--- src/rtl/sscf_pkg.sv ---
// ----------------------------------------------------------------------------
// sscf_pkg
// shared types, register codes and the byte fold helper for the
// case-folding substring search
// ----------------------------------------------------------------------------
package sscf_pkg;

   // defaults for the top-level parameters
   localparam int MAX_PATTERN_DEF   = 16;
   localparam int POSITION_BITS_DEF = 16;

   // fixed field widths
   localparam int BYTE_W      = 8;
   localparam int LEN_W       = 5;
   localparam int PAT_BYTES   = 16;
   localparam int CSR_DATA_W  = 64;
   localparam int CSR_INDEX_W = 2;
   localparam int MATCH_POS_W = 16;

   // register indexes on the csr port
   localparam logic [CSR_INDEX_W-1:0] CSR_CASE_FOLD   = 2'd0;
   localparam logic [CSR_INDEX_W-1:0] CSR_PAT_LENGTH  = 2'd1;
   localparam logic [CSR_INDEX_W-1:0] CSR_PAT_LOW     = 2'd2;
   localparam logic [CSR_INDEX_W-1:0] CSR_PAT_HIGH    = 2'd3;

   // letter range and the bit that makes a letter lower case
   localparam logic [BYTE_W-1:0] CHAR_UPPER_A = 8'h41;
   localparam logic [BYTE_W-1:0] CHAR_UPPER_Z = 8'h5a;
   localparam logic [BYTE_W-1:0] LOWER_BIT    = 8'h20;

   // settings seen by the datapath, length already clamped
   typedef struct packed {
      logic                             fold;
      logic [LEN_W-1:0]                 len;
      logic [PAT_BYTES-1:0][BYTE_W-1:0] pattern;
   } cfg_type;

   // fold A-Z to lower case when on
   function automatic logic [BYTE_W-1:0] fold_byte(input logic [BYTE_W-1:0] b,
                                                   input logic on);
      if (on && (b >= CHAR_UPPER_A) && (b <= CHAR_UPPER_Z)) begin
         return b | LOWER_BIT;
      end
      return b;
   endfunction

endpackage

--- src/rtl/sscf_csr.sv ---
// ----------------------------------------------------------------------------
// sscf_csr
// configuration registers; presents the pattern length clamped to the
// supported range
// ----------------------------------------------------------------------------
module sscf_csr
   import sscf_pkg::*;
#(
   parameter int MAX_PATTERN = MAX_PATTERN_DEF
) (
   input  logic                   clock,
   input  logic                   reset,
   input  logic                   csr_we,
   input  logic [CSR_INDEX_W-1:0] csr_index,
   input  logic [CSR_DATA_W-1:0]  csr_wdata,
   output cfg_type                cfg
);

   logic                  fold_ff;
   logic [LEN_W-1:0]      len_ff;
   logic [CSR_DATA_W-1:0] pat_low_ff;
   logic [CSR_DATA_W-1:0] pat_high_ff;

   // register writes
   always_ff @(posedge clock) begin
      if (reset) begin
         fold_ff     <= 1'b1;
         len_ff      <= LEN_W'(1);
         pat_low_ff  <= '0;
         pat_high_ff <= '0;
      end else if (csr_we) begin
         unique case (csr_index)
            CSR_CASE_FOLD:  fold_ff     <= csr_wdata[0];
            CSR_PAT_LENGTH: len_ff      <= csr_wdata[LEN_W-1:0];
            CSR_PAT_LOW:    pat_low_ff  <= csr_wdata;
            CSR_PAT_HIGH:   pat_high_ff <= csr_wdata;
         endcase
      end
   end

   // zero length acts as one, too long acts as the window depth
   always_comb begin
      cfg.fold    = fold_ff;
      cfg.pattern = {pat_high_ff, pat_low_ff};
      if (len_ff == '0) begin
         cfg.len = LEN_W'(1);
      end else if (len_ff > LEN_W'(MAX_PATTERN)) begin
         cfg.len = LEN_W'(MAX_PATTERN);
      end else begin
         cfg.len = len_ff;
      end
   end

endmodule

--- src/rtl/sscf_compare.sv ---
// ----------------------------------------------------------------------------
// sscf_compare
// parallel compare of the newest window bytes against the pattern
// ----------------------------------------------------------------------------
module sscf_compare
   import sscf_pkg::*;
#(
   parameter int MAX_PATTERN = MAX_PATTERN_DEF
) (
   input  cfg_type                               cfg,
   input  logic [MAX_PATTERN-1:0][BYTE_W-1:0]    window,
   output logic                                  equal
);

   // entry j (age j) must hold pattern byte len-1-j, for entries below len
   always_comb begin
      logic [LEN_W-1:0]  pidx;
      logic [BYTE_W-1:0] pbyte;
      equal = 1'b1;
      for (int j = 0; j < MAX_PATTERN; j++) begin
         pidx  = cfg.len - LEN_W'(1) - LEN_W'(j);
         pbyte = fold_byte(cfg.pattern[pidx[LEN_W-2:0]], cfg.fold);
         if ((LEN_W'(j) < cfg.len) && (window[j] != pbyte)) begin
            equal = 1'b0;
         end
      end
   end

endmodule

--- src/rtl/substring_search_case_fold.sv ---
// ----------------------------------------------------------------------------
// substring_search_case_fold
// streaming first-occurrence search for a pattern of 1 to 16 bytes with
// optional A-Z case folding
// ----------------------------------------------------------------------------
// usage:
//  - req carries one text byte per word in tdata, tlast marks the last byte
//    of a string; rsp gives at most one word per string: tuser is found,
//    tdata the start offset of the first match (zero when not found)
//  - a match is reported on the byte that completes it; later bytes of the
//    same string give nothing, and a string that ends unmatched gives a
//    not-found word on its last byte
//  - an accepted byte lands in the input register; its result word loads into
//    the result register once that register is free or being emptied
//  - throughput: one byte per cycle while rsp is not stalled; the shift, fold
//    and parallel compare sit in one stage between the two registers
//  - while rsp is stalled one more byte is still taken into the input
//    register, then req_tready drops until the result word is taken
//  - reset clears the window, the offset counter and the match flag, and
//    loads the registers: folding on, length 1, pattern all zeros
//  - csr writes are taken any cycle but are meant for an idle block
//  - the offset counter stops at its top value; bytes arriving then are
//    neither stored nor matched, their tlast still ends the string
// ----------------------------------------------------------------------------
module substring_search_case_fold
   import sscf_pkg::*;
#(
   parameter int MAX_PATTERN   = MAX_PATTERN_DEF,
   parameter int POSITION_BITS = POSITION_BITS_DEF
) (
   input  logic                   clock,
   input  logic                   reset,
   // text input
   input  logic                   req_tvalid,
   output logic                   req_tready,
   input  logic [BYTE_W-1:0]      req_tdata,   // [7:0] text_byte
   input  logic                   req_tlast,   // end_of_text
   // search result
   output logic                   rsp_tvalid,
   input  logic                   rsp_tready,
   output logic [MATCH_POS_W-1:0] rsp_tdata,   // [15:0] match_position
   output logic                   rsp_tuser,   // [0] found
   // configuration
   input  logic                   csr_we,
   input  logic [CSR_INDEX_W-1:0] csr_index,
   input  logic [CSR_DATA_W-1:0]  csr_wdata
);

   cfg_type cfg;

   logic                              s1_valid_ff;
   logic [BYTE_W-1:0]                 s1_byte_ff;
   logic                              s1_last_ff;

   logic [MAX_PATTERN-1:0][BYTE_W-1:0] window_ff;
   logic [MAX_PATTERN-1:0][BYTE_W-1:0] window_in;
   logic [POSITION_BITS-1:0]           seen_ff;
   logic [POSITION_BITS-1:0]           seen_in;
   logic                               matched_ff;

   logic                     rsp_valid_ff;
   logic                     rsp_found_ff;
   logic [MATCH_POS_W-1:0]   rsp_pos_ff;

   logic                     advance;
   logic                     store;
   logic                     equal;
   logic                     hit;
   logic                     miss_end;
   logic [POSITION_BITS-1:0] start_pos;

   sscf_csr #(
      .MAX_PATTERN (MAX_PATTERN)
   ) u_csr (
      .clock     (clock),
      .reset     (reset),
      .csr_we    (csr_we),
      .csr_index (csr_index),
      .csr_wdata (csr_wdata),
      .cfg       (cfg)
   );

   // the result register is free or being emptied
   assign advance    = !rsp_valid_ff || rsp_tready;
   assign req_tready = !s1_valid_ff || advance;

   // input register
   always_ff @(posedge clock) begin
      if (reset) begin
         s1_valid_ff <= 1'b0;
      end else if (req_tvalid && req_tready) begin
         s1_valid_ff <= 1'b1;
      end else if (advance) begin
         s1_valid_ff <= 1'b0;
      end
   end

   always_ff @(posedge clock) begin
      if (req_tvalid && req_tready) begin
         s1_byte_ff <= req_tdata;
         s1_last_ff <= req_tlast;
      end
   end

   // shift the folded byte in, oldest byte drops out
   always_comb begin
      window_in[0] = fold_byte(s1_byte_ff, cfg.fold);
      for (int j = 1; j < MAX_PATTERN; j++) begin
         window_in[j] = window_ff[j-1];
      end
   end

   sscf_compare #(
      .MAX_PATTERN (MAX_PATTERN)
   ) u_compare (
      .cfg    (cfg),
      .window (window_in),
      .equal  (equal)
   );

   // match decision for the byte in the input register
   assign store     = (seen_ff != '1);
   assign seen_in   = seen_ff + POSITION_BITS'(1);
   assign hit       = store && !matched_ff && equal
                      && (seen_in >= POSITION_BITS'(cfg.len));
   assign miss_end  = s1_last_ff && !matched_ff && !hit;
   assign start_pos = seen_in - POSITION_BITS'(cfg.len);

   // per-string state
   always_ff @(posedge clock) begin
      if (reset) begin
         window_ff  <= '0;
         seen_ff    <= '0;
         matched_ff <= 1'b0;
      end else if (s1_valid_ff && advance) begin
         if (s1_last_ff) begin
            window_ff  <= '0;
            seen_ff    <= '0;
            matched_ff <= 1'b0;
         end else if (store) begin
            window_ff  <= window_in;
            seen_ff    <= seen_in;
            matched_ff <= matched_ff || hit;
         end
      end
   end

   // result register
   always_ff @(posedge clock) begin
      if (reset) begin
         rsp_valid_ff <= 1'b0;
      end else if (advance) begin
         rsp_valid_ff <= s1_valid_ff && (hit || miss_end);
      end
   end

   always_ff @(posedge clock) begin
      if (advance) begin
         rsp_found_ff <= hit;
         rsp_pos_ff   <= hit ? MATCH_POS_W'(start_pos) : '0;
      end
   end

   assign rsp_tvalid = rsp_valid_ff;
   assign rsp_tuser  = rsp_found_ff;
   assign rsp_tdata  = rsp_pos_ff;

   // a not-found word always carries offset zero
   assert property (@(posedge clock) disable iff (reset)
      rsp_tvalid && !rsp_tuser |-> rsp_tdata == '0)
      else $error("not-found result with nonzero offset");

   // the last byte of a string leaves the per-string state cleared
   assert property (@(posedge clock) disable iff (reset)
      s1_valid_ff && advance && s1_last_ff |=> seen_ff == '0 && !matched_ff)
      else $error("string state not cleared after last byte");

   // a match can only have been seen after at least one byte
   assert property (@(posedge clock) disable iff (reset)
      matched_ff |-> seen_ff != '0)
      else $error("match flag set with no bytes seen");

   // a new result word needs a byte in the input register
   assert property (@(posedge clock) disable iff (reset)
      $rose(rsp_valid_ff) |-> $past(s1_valid_ff))
      else $error("result word without an input byte");

endmodule

--- config.mk ---
export PLATFORM = sky130hd
export DESIGN_NAME = substring_search_case_fold
export DESIGN_NICKNAME = d
export VERILOG_FILES = /design/src/rtl/sscf_pkg.sv /design/src/rtl/sscf_csr.sv /design/src/rtl/sscf_compare.sv /design/src/rtl/substring_search_case_fold.sv
export SDC_FILE = /design/constraint.sdc
export NUM_CORES = 1
export LEC_CHECK = 0
export ABC_AREA = 1
export BUFFER_PORTS_ARGS = -buffer_cell sky130_fd_sc_hd__buf_2
export CORE_MARGIN = 10
export CORE_UTILIZATION = 50
export DETAILED_ROUTE_END_ITERATION = 16
export PLACE_DENSITY_LB_ADDON = 0.25
export SETUP_SLACK_MARGIN = 0.02
export SYNTH_ARGS = -nofsm -noshare
export SYNTH_HDL_FRONTEND = slang
export SYNTH_HIERARCHICAL = 1
export SYNTH_SLANG_ARGS = --single-unit
--- constraint.sdc ---
create_clock -name clock -period 5.3 [get_ports clock]
set_input_delay 0.53 -clock clock [delete_from_list [all_inputs] [get_ports clock]]
set_output_delay 0.53 -clock clock [all_outputs]
set_load 0.005 [all_outputs]
Word level (Yosys, flattened, before mapping)
Index checks and enable logic that the tools add are counted.
- flip-flop bits (word level): 299
- bits in latches: 0
- memory bits (writable): 0
- ROM bits: 0
- bits of input ports: 80
- output and inout port bits: 19
- word-level logic and storage cells: 317
- memories kept: 0
- add/subtract/negate cells: 18
- multiply operators: 0
- divide/modulo/power cells: 0
- order comparisons: 68
- equal/unequal tests: 20
- shift-type cells: 0
- muxes and demuxes: 109
- bitwise logic cells: 0
- reduce and logical (&&, ||, !) cells: 75
- operators by type and width (operator ; number):
    $bmux 8 s4 ; 16
    $mux 8 ; 50
    $mux 120 ; 2
    $ge 8x7->1 const B ; 17
    $le 8x7->1 const B ; 17
    $ne 8x8->1 ; 16
    $lt 4x5->1 const B ; 16
    $logic_and 1x1->1 ; 58
    $lt 4x5->1 const A ; 8
    $mux 1 ; 37
    $mux 16 ; 2
    $sub 4x4->4 const B ; 8
    $lt 3x5->1 const A ; 4
    $add 16x1->16 const B ; 1
    $ge 16x5->1 ; 1
    $ne 16x16->1 const B ; 1
    $sub 16x5->16 ; 1
    $sub 4x3->4 const B ; 4
    $lt 1x5->1 const A ; 2
    $lt 2x5->1 const A ; 2
    $mux 5 ; 2
    $reduce_and 2->1 ; 5
    $sub 4x1->4 const B ; 2
    $sub 4x2->4 const B ; 2
    other kinds (8) ; 16

Logic depth before layout (Yosys ltp)
Gate-level depths: netlist of the first run.
- word-level depth: 35
- mapped depth: 42

Modules after synthesis
The synthesis of the first run kept the hierarchy.
- modules (own cells, without submodules) (module ; instances ; cells each ; area each (sq um) ; seq. area each (sq um)):
    sscf_compare ; 1 ; 2246 ; 10121.0 ; 0.0
    substring_search_case_fold ; 1 ; 816 ; 7140.6 ; 3563.4
    sscf_csr ; 1 ; 859 ; 5460.2 ; 2682.6

Worst setup path after synthesis of the first run
OpenSTA, ideal clock, no wires.
- path type: register -> register
- from: register u_csr.len_ff[0]
- to: register rsp_pos_ff[11], in the netlist rsp_tdata[11] (data pin)
- data arrival time: 4879 ps
- slack: 291 ps
- cell stages (with the launch flop): 39
- clock period less this slack: 5009 ps
- cell sequence: dfxtp_1 -> nor2_1 -> nand2_1 -> o21ai_0 -> buf_4 -> inv_4 -> buf_6 -> buf_4 -> buf_4 -> ha_1 -> buf_2 -> inv_2 -> buf_4 -> clkbuf_1 -> ha_1 -> buf_2 -> inv_1 -> buf_1 -> (+3 left out) -> nand2_1 -> nor2_1 -> nor2_1 -> nand2_1 -> nand3_1 -> nand2_1 -> nand2_1 -> nand3_1 -> nand2_1 -> nand2_1 -> nor2_1 -> nand2_1 -> nor2_1 -> nand3_1 -> o21bai_2 -> buf_6 -> a21oi_2 -> o21a_1
- RTL lines (what ; RTL line ; text):
    from (decl) ; sscf_csr.sv:20 ; logic [LEN_W-1:0] len_ff;
    from (signal assigned) ; sscf_csr.sv:34 ; CSR_PAT_LENGTH: len_ff <= csr_wdata[LEN_W-1:0];
    to (signal assigned) ; substring_search_case_fold.sv:160 ; rsp_pos_ff <= hit ? MATCH_POS_W'(start_pos) : '0;
    to (decl) ; substring_search_case_fold.sv:63 ; logic [MATCH_POS_W-1:0] rsp_pos_ff;

==> results of run 1 <==
## cell usage in the layout, fill, tap and decap left out, types with 19 or more instances in the layout
master / n
nand2_1: 1515
nor2_1: 606
nand3_1: 439
inv_1: 316
dfxtp_1: 273
o21ai_0: 113
buf_2: 98
nor3_2: 78
a21oi_1: 50
xor2_1: 46
o21ai_1: 45
xnor2_1: 40
clkbuf_16: 36
buf_4: 29
nand2_2: 27
edfxtp_1: 26
a211oi_2: 19
## metal layers
metal	wire length, um	vias up	GRT usage, %
met5	11	-	0
met1	37880	10960	42.80
met2	37650	985	47.97
li1	-	12140	-
met3	7796	165	5.812
met4	3830	2	12.96
## where the power goes
group          internal [mW]  switching (mW)
registers               2.41           0.174
clock network           1.45           0.995
logic                   1.02            2.42
total                   4.88            3.59
## registers in the layout, indices dropped and copies added, names as in the netlist
| name | flops |
|---|---|
| window_ff | 120 |
| u_csr/pat_high_ff | 64 |
| u_csr/pat_low_ff | 64 |
| rsp_tdata | 16 |
| seen_ff | 16 |
| s1_byte_ff | 8 |
| u_csr/len_ff | 5 |
| matched_ff | 1 |
| rsp_tuser | 1 |
| rsp_tvalid | 1 |
| s1_last_ff | 1 |
| s1_valid_ff | 1 |
| u_csr/fold_ff | 1 |
## critical path: stages (launching register included)
cell and delay [ps]:
dfxtp_1 330, nor2_1 100, nand2_1 120, o21ai_4 200, clkbuf_16 390, buf_4 420
nand2_1 90, o21ai_0 440, nand2_1 190, nand3_1 190, nand3_1 80, nand2_1 150
xor2_1 180, nand3_1 90, nor2_1 110, nand3_1 180, nand2_1 110, nand2_1 50
nor2_1 210, nand2_1 90, nor2_1 150, nand3_1 80, o21bai_2 340, inv_2 210
o21ai_1 90, a21oi_1 120
## kinds of logic after synthesis
| group | Yosys count |
|---|---|
| flops | 299 |
| xor+xnor | 86 |
| fa+ha+maj | 14 |
| buf+inv | 530 |
| compound gates | 247 |
| simple gates | 2744 |
| mux | 1 |
## path summary, 6_finish.rpt
check / endpoint / slack [ps] / depth (start not counted) / startpoint
min reg2reg: rsp_tvalid$_SDFFE_PP0P_ / 490 / 2 / s1_valid_ff$_SDFFE_PP0P_
max: rsp_tdata[3]$_SDFFCE_PN0P_ / 340 / 25 / u_csr/len_ff[0]$_SDFFE_PP1P_
min: s1_last_ff$_DFFE_PP_ / 150 / 1 / req_tlast
max reg2reg: rsp_tdata[3]$_SDFFCE_PN0P_ / 340 / 25 / u_csr/len_ff[0]$_SDFFE_PP1P_
## what timing repair did
action                                  in CTS  in global routing
resized for setup                            0                  7
endpoints found under the setup margin       0                  8
endpoints found under the hold margin        0                  0
## layout make-up
type / instances / area [sq um] / share of cell area, %
repair buffers: 135 / 872.1 / 3.569
well taps: 600 / 750.7 / 3.072
flip-flops and latches: 299 / 6246 / 25.56
inverters: 329 / 1242 / 5.085
multi-input cells: 3092 / 14170 / 58.01
clock buffers: 47 / 980.9 / 4.015
clock inverters: 15 / 167.7 / 0.6862
## through the flow
step / power (mW) / std cells / instance area, sq um
5_1_grt: 8.971 / 4517 / 24430
4_1_cts: 8.409 / 4517 / 24410
6_report: 8.474 / 4517 / 24430
3_5_place_dp: 5.950 / 4455 / 23260
2_1_floorplan: 5.010 / 3921 / 22720
3_3_place_gp: 5.942 / 4455 / 23260
==> impl_metrics.csv, run 1 <==
group,metric,value,unit
outcome,status,"finished, final reports clean",
layout,n_fill_cell,4795,
layout,drive_above_1_share,9.446,%
cts,clk_latency,550,ps
grt,grt.overflow.total,0,
timing,finalSetupViolations,0,
cts,clkTransAtPathRegs,60,ps
grt,grt_usage,31.42,%
layout,nets,3986,
timing,worst_pin_slew,1173,ps
floorplanning,initial_core_util,50.29,%
grt,grt_pass1_wl,131100,um
timing,max_freq,201.6,MHz
synthesis,avgSynthCellArea,5.795,sq um
drt,vias_per_cell,5.370,
place,dp_hpwl,68120,um
cts,cts_tree,"built",
floorplanning,fp.dieW,233.2,um
worst_setup_path,crit_fanout,96,
synthesis,yosys_warnings,6,
drt,ant_nets,0,
worst_setup_path,path_class,"reg -> reg",
place,place_congestion,1.052,
cts,htreeDepth,2,
synthesis,synth_top_area_share,25.04,%
timing,period_minus_slack,4961,ps
synthesis,synth_area,22720,sq um
cts,cts_max_path_buffers,3,
timing,drv_slew,0,
synthesis,synthXorXnorAreaFrac,3.315,%
synthesis,synthesis.nets,4015,
drt,wl_per_cell,19.30,um
timing,slew-limit-headroom,20.97,%
drt,dr.first_iter.drc_count,3139,
synthesis,synth.ff_latch_count,299,
synthesis,synth_top_cells_by_count,"nand2_1 (1516), nor2_1 (608), nand3_1 (441), inv_1 (316), dfxtp_1 (273)",
floorplanning,coreArea,45190,sq um
synthesis,synth_top_family_by_area,"simple AND/OR/NAND/NOR gates",
grt,antenna_found_initial,1,
pwr,ir_drop,325.9,uV
timing,fin_setup_tns,0,ps
pwr,p_per_area,346.8,nW/um^2
pwr,leakage,12.37,nW
timing,hold_violations,0,
drt,drtPass1Iterations,7,
cts,cts_buffers,35,
floorplanning,rows,78,
synthesis,yosysSeqAreaShare,27.49,%
layout,area_delta_synth_final,7.539,%
cts,root_buffer,"clkbuf_16",
synthesis,synth-async-reset-ratio,0,%
cts,cts_setup_buffers,0,
place,pre_cts_ws,352.8,ps
layout,fin_util,54.08,%
timing,rsz0062_at_grt,"false",
worst_setup_path,end_kind,"register",
place,portBuffers,98,
worst_setup_path,start_kind,"register",
synthesis,synth_compound_area_share,6.349,%
floorplanning,ios,99,
floorplanning,die_h,233.2,um
timing,finClkSkew,17.49,ps
cts,holdBufCountCts,0,
cts,clock_sinks,299,
synthesis,synth_area_leader_cell,"nand2_1",
synthesis,synth.area.top_cells,"nand2_1 (25%), dfxtp_1 (24%), nor2_1 (10%)",
hold_path,min_path_type,"in -> reg",
layout,antenna_cells,0,
worst_setup_path,cp_data_arrival_time,5370,ps
synthesis,ys_types,48,
synthesis,synth_ff_type,"dfxtp_1",
run,cap_violations,0,
grt,grt_max_degree,142,
drt,wl,87170,um
synthesis,synth_edf_count,26,
drt,vias,24260,
timing,fin_ws,338.6,ps
drt,drc_errors,0,
synthesis,synthAdderAreaFrac,0.8040,%
synthesis,yosysMostFrequentCell,"nand2_1",
timing,hold_ws,147.0,ps
worst_setup_path,cp.required,5700,ps
floorplanning,fp.dieArea,54370,sq um
synthesis,yosys-mux-area-fraction,0.04405,%
grt,grt_pass1_vias,21210,
timing,fin_crit_sh,93.61,%
synthesis,syn-instance-count,3921,
synthesis,yosys.area_share.simple,51.57,%
Note: power is estimated with default switching activity, not from simulation.
==> run 2, diff against run 1 <==
==> constraint.sdc (replaced) <==
create_clock -name clock -period 5.3 [get_ports clock]
set_input_delay 1.06 -clock clock [delete_from_list [all_inputs] [get_ports clock]]
set_output_delay 1.06 -clock clock [all_outputs]
set_load 0.005 [all_outputs]
==> run 2 against run 1 <==
Compared with the run above:
- combinational power about the same
- critical endpoint is now rsp_tdata[15]$_SDFFCE_PN0P_
- largest cell class unchanged
- maximum frequency rose by 2.9%
- hold slack better by 340 ps
- count of clock-buffer cells in the layout increased by 9
- routed wire length barely moved
- sequential share of layout area fell by 0.12 points
- highest routed layer is now met4
==> impl_metrics.csv, run 2 (synthesis results as in run 1) <==
group,metric,value,unit
pwr,power_switching,3.603,mW
run,cap_violations,0,
drt,vias,24440,
pwr,p_seq_share,30.2,%
place,place_congestion,1.025,
worst_setup_path,r2r_end,"rsp_tdata[15]$_SDFFCE_PN0P_",
hold_path,min_path_type,"reg -> reg",
worst_setup_path,cp_common_cell,"nand2_1",
worst_setup_path,cp_slowest_cell,"buf_4",
grt,antenna_found_initial,0,
timing,worst_pin_slew,1163,ps
grt,grt_max_degree,174,
floorplanning,fp.dieArea,54370,sq um
timing,max_freq,207.4,MHz
layout,reg_top3,"window_ff x120, u_csr/pat_high_ff x64, u_csr/pat_low_ff x64",
pwr,leakage,12.40,nW
cts,htreeDepth,2,
grt,grt_pass1_vias,21510,
worst_setup_path,cp.required,5730,ps
layout,area_delta_synth_final,8.045,%
grt,grt_usage,31.33,%
cts,root_buffer,"clkbuf_16",
worst_setup_path,cp_data_arrival_time,5250,ps
worst_setup_path,path_class,"reg -> reg",
layout,largest_reg_flops,120,
layout,antenna_cells,0,
layout,n_fill_cell,4736,
layout,final_common_cell,"nand2_1",
place,placed_area,23270,sq um
worst_setup_path,worstReg2RegStart,"u_csr/len_ff[0]$_SDFFE_PP1P_",
worst_setup_path,reg2reg_depth,32,
timing,period_minus_slack,4821,ps
drt,ant_nets,0,
pwr,swShare,42.19,%
pwr,p_clk_share,29.2,%
outcome,status,"finished, final reports clean",
timing,rsz0062_at_grt,"false",
timing,drv_slew,0,
place,portBuffers,98,
drt,vias_per_cell,5.398,
floorplanning,rows,78,
worst_setup_path,cp.depth,32,
layout,top_register,"window_ff",
drt,drc_errors,0,
timing,hold_violations,0,
drt,drtPass1Iterations,7,
layout,stdcell_area,24550,sq um
worst_setup_path,crit_buf_inv,7,
layout,nets,3994,
cts,cts_max_path_buffers,3,
grt,grt.overflow.total,0,
cts,clkTransAtPathRegs,60,ps
pwr,p_per_area,347.9,nW/um^2
floorplanning,coreArea,45190,sq um
pwr,power_frac_comb,40.6,%
cts,cts_buffers,36,
worst_setup_path,end_kind,"register",
place,dp_hpwl,67840,um
drt,wl_per_cell,19.26,um
worst_setup_path,critPathMaxStageDelay,440,ps
timing,fin_setup_tns,0,ps
timing,slew-limit-headroom,21.68,%
pwr,ir_drop,265.4,uV
worst_setup_path,start_kind,"register",
cts,clk_latency,550,ps
floorplanning,initial_core_util,50.29,%
worst_setup_path,reg2reg_slack,480,ps
floorplanning,die_h,233.2,um
pwr,p_int,4.937,mW
worst_setup_path,crit_fanout,40,
layout,final_cell_mix,"nand2_1 (1515), nor2_1 (606), nand3_1 (438), inv_1 (314), dfxtp_1 (273)",
layout,drive_above_1_share,9.677,%
drt,wl,87170,um
floorplanning,fp.dieW,233.2,um
cts,clock_sinks,299,
cts,cts_tree,"built",
grt,grt_pass1_wl,130700,um
floorplanning,ios,99,
timing,finalSetupViolations,0,
drt,dr.first_iter.drc_count,2798,
timing,fin_crit_sh,90.97,%
worst_setup_path,critPathCapture,"rsp_tdata[15]$_SDFFCE_PN0P_",
worst_setup_path,crit_family,"simple AND/OR/NAND/NOR gates",
worst_setup_path,setup.worst_path.start,"u_csr/len_ff[0]$_SDFFE_PP1P_",
timing,finClkSkew,10.47,ps
## run 2: cell count changes in the layout (fill, tap and decap cells not counted), moves of 3 or more
cell,previous run,this run
buf_4,29,36
clkbuf_1,6,11
clkinv_2,5,1
clkinvlp_4,1,4
## run 2: worst reg2reg max path, delay by kind of cell, from the launching register on
| kind | cells | cell delay (ps) |
|---|---|---|
| and+or+nand+nor | 20 | 2180 |
| buffers and inverters | 7 | 1060 |
| AOI/OAI and AO/OA | 2 | 500 |
| adders and majority gates | 2 | 470 |
| DFF | 1 | 320 |
| xor gates and xnor gates | 1 | 180 |
## run 2: how the worst min path moves through the flow
stage | endpoint | depth (start not counted) | startpoint | slack, ps
final | rsp_tvalid$_SDFFE_PP0P_ | 2 | s1_valid_ff$_SDFFE_PP0P_ | 490
after global routing | rsp_tvalid$_SDFFE_PP0P_ | 2 | s1_valid_ff$_SDFFE_PP0P_ | 500
after CTS | rsp_tvalid$_SDFFE_PP0P_ | 2 | s1_valid_ff$_SDFFE_PP0P_ | 480
after detailed placement | rsp_tvalid$_SDFFE_PP0P_ | 2 | s1_valid_ff$_SDFFE_PP0P_ | 470
after global placement | rsp_tvalid$_SDFFE_PP0P_ | 2 | s1_valid_ff$_SDFFE_PP0P_ | 470
after floorplan | u_csr/fold_ff$_SDFFE_PP1P_ | 2 | u_csr/fold_ff$_SDFFE_PP1P_ | 430
## run 2: what timing repair did
item	in CTS	in global routing
setup endpoints to repair	0	11
setup buffers	0	3
hold buffers	0	0
gates resized for setup	0	15
## run 2: cell type report
| type | count | area, sq um | area share, % |
|---|---|---|---|
| Clock buffer | 56 | 1077 | 4.388 |
| Timing Repair Buffer | 142 | 908.4 | 3.700 |
| Sequential cell | 299 | 6246 | 25.44 |
| Multi-Input combinational cell | 3092 | 14200 | 57.84 |
| Clock inverter | 9 | 115.1 | 0.4689 |
| Tap cell | 600 | 750.7 | 3.058 |
| Inverter | 329 | 1252 | 5.102 |
## run 2: stage by stage
stage | power [mW] | hold slack (ps) | util (%) | setup WS [ps] | std cells
final | 8.540 | 487.9 | 54.33 | 478.8 | 4527
after global routing | 9.044 | 495.9 | 54.33 | 108.3 | 4527
after detailed placement | 5.956 | 473.8 | 51.49 | 277.3 | 4458
after CTS | 8.461 | 483.5 | 54.13 | 234.1 | 4523
after floorplan | 5.010 | 430.0 | - | 291.3 | 3921
after global placement | 5.948 | 469.2 | 51.49 | 347.5 | 4458
## run 2: metal layers
metal  up-vias  part of all wire (%)  GRT usage [%]
li1      12180                     -              -
met1     11030                    44          42.90
met2      1044                    43          47.37
met3       184                   8.7          4.999
met4         0                   5.2          14.67
met5         -                     0              0
## run 2: power groups by stage
| stage | Combinational (mW) | Clock [mW] | Sequential (mW) |
|---|---|---|---|
| floorplan | 2.47 | 0 | 2.54 |
| global placement | 3.33 | 0 | 2.62 |
| detailed placement | 3.33 | 0 | 2.62 |
| CTS | 3.35 | 2.54 | 2.57 |
| global route | 3.82 | 2.63 | 2.59 |
| finish | 3.47 | 2.49 | 2.58 |
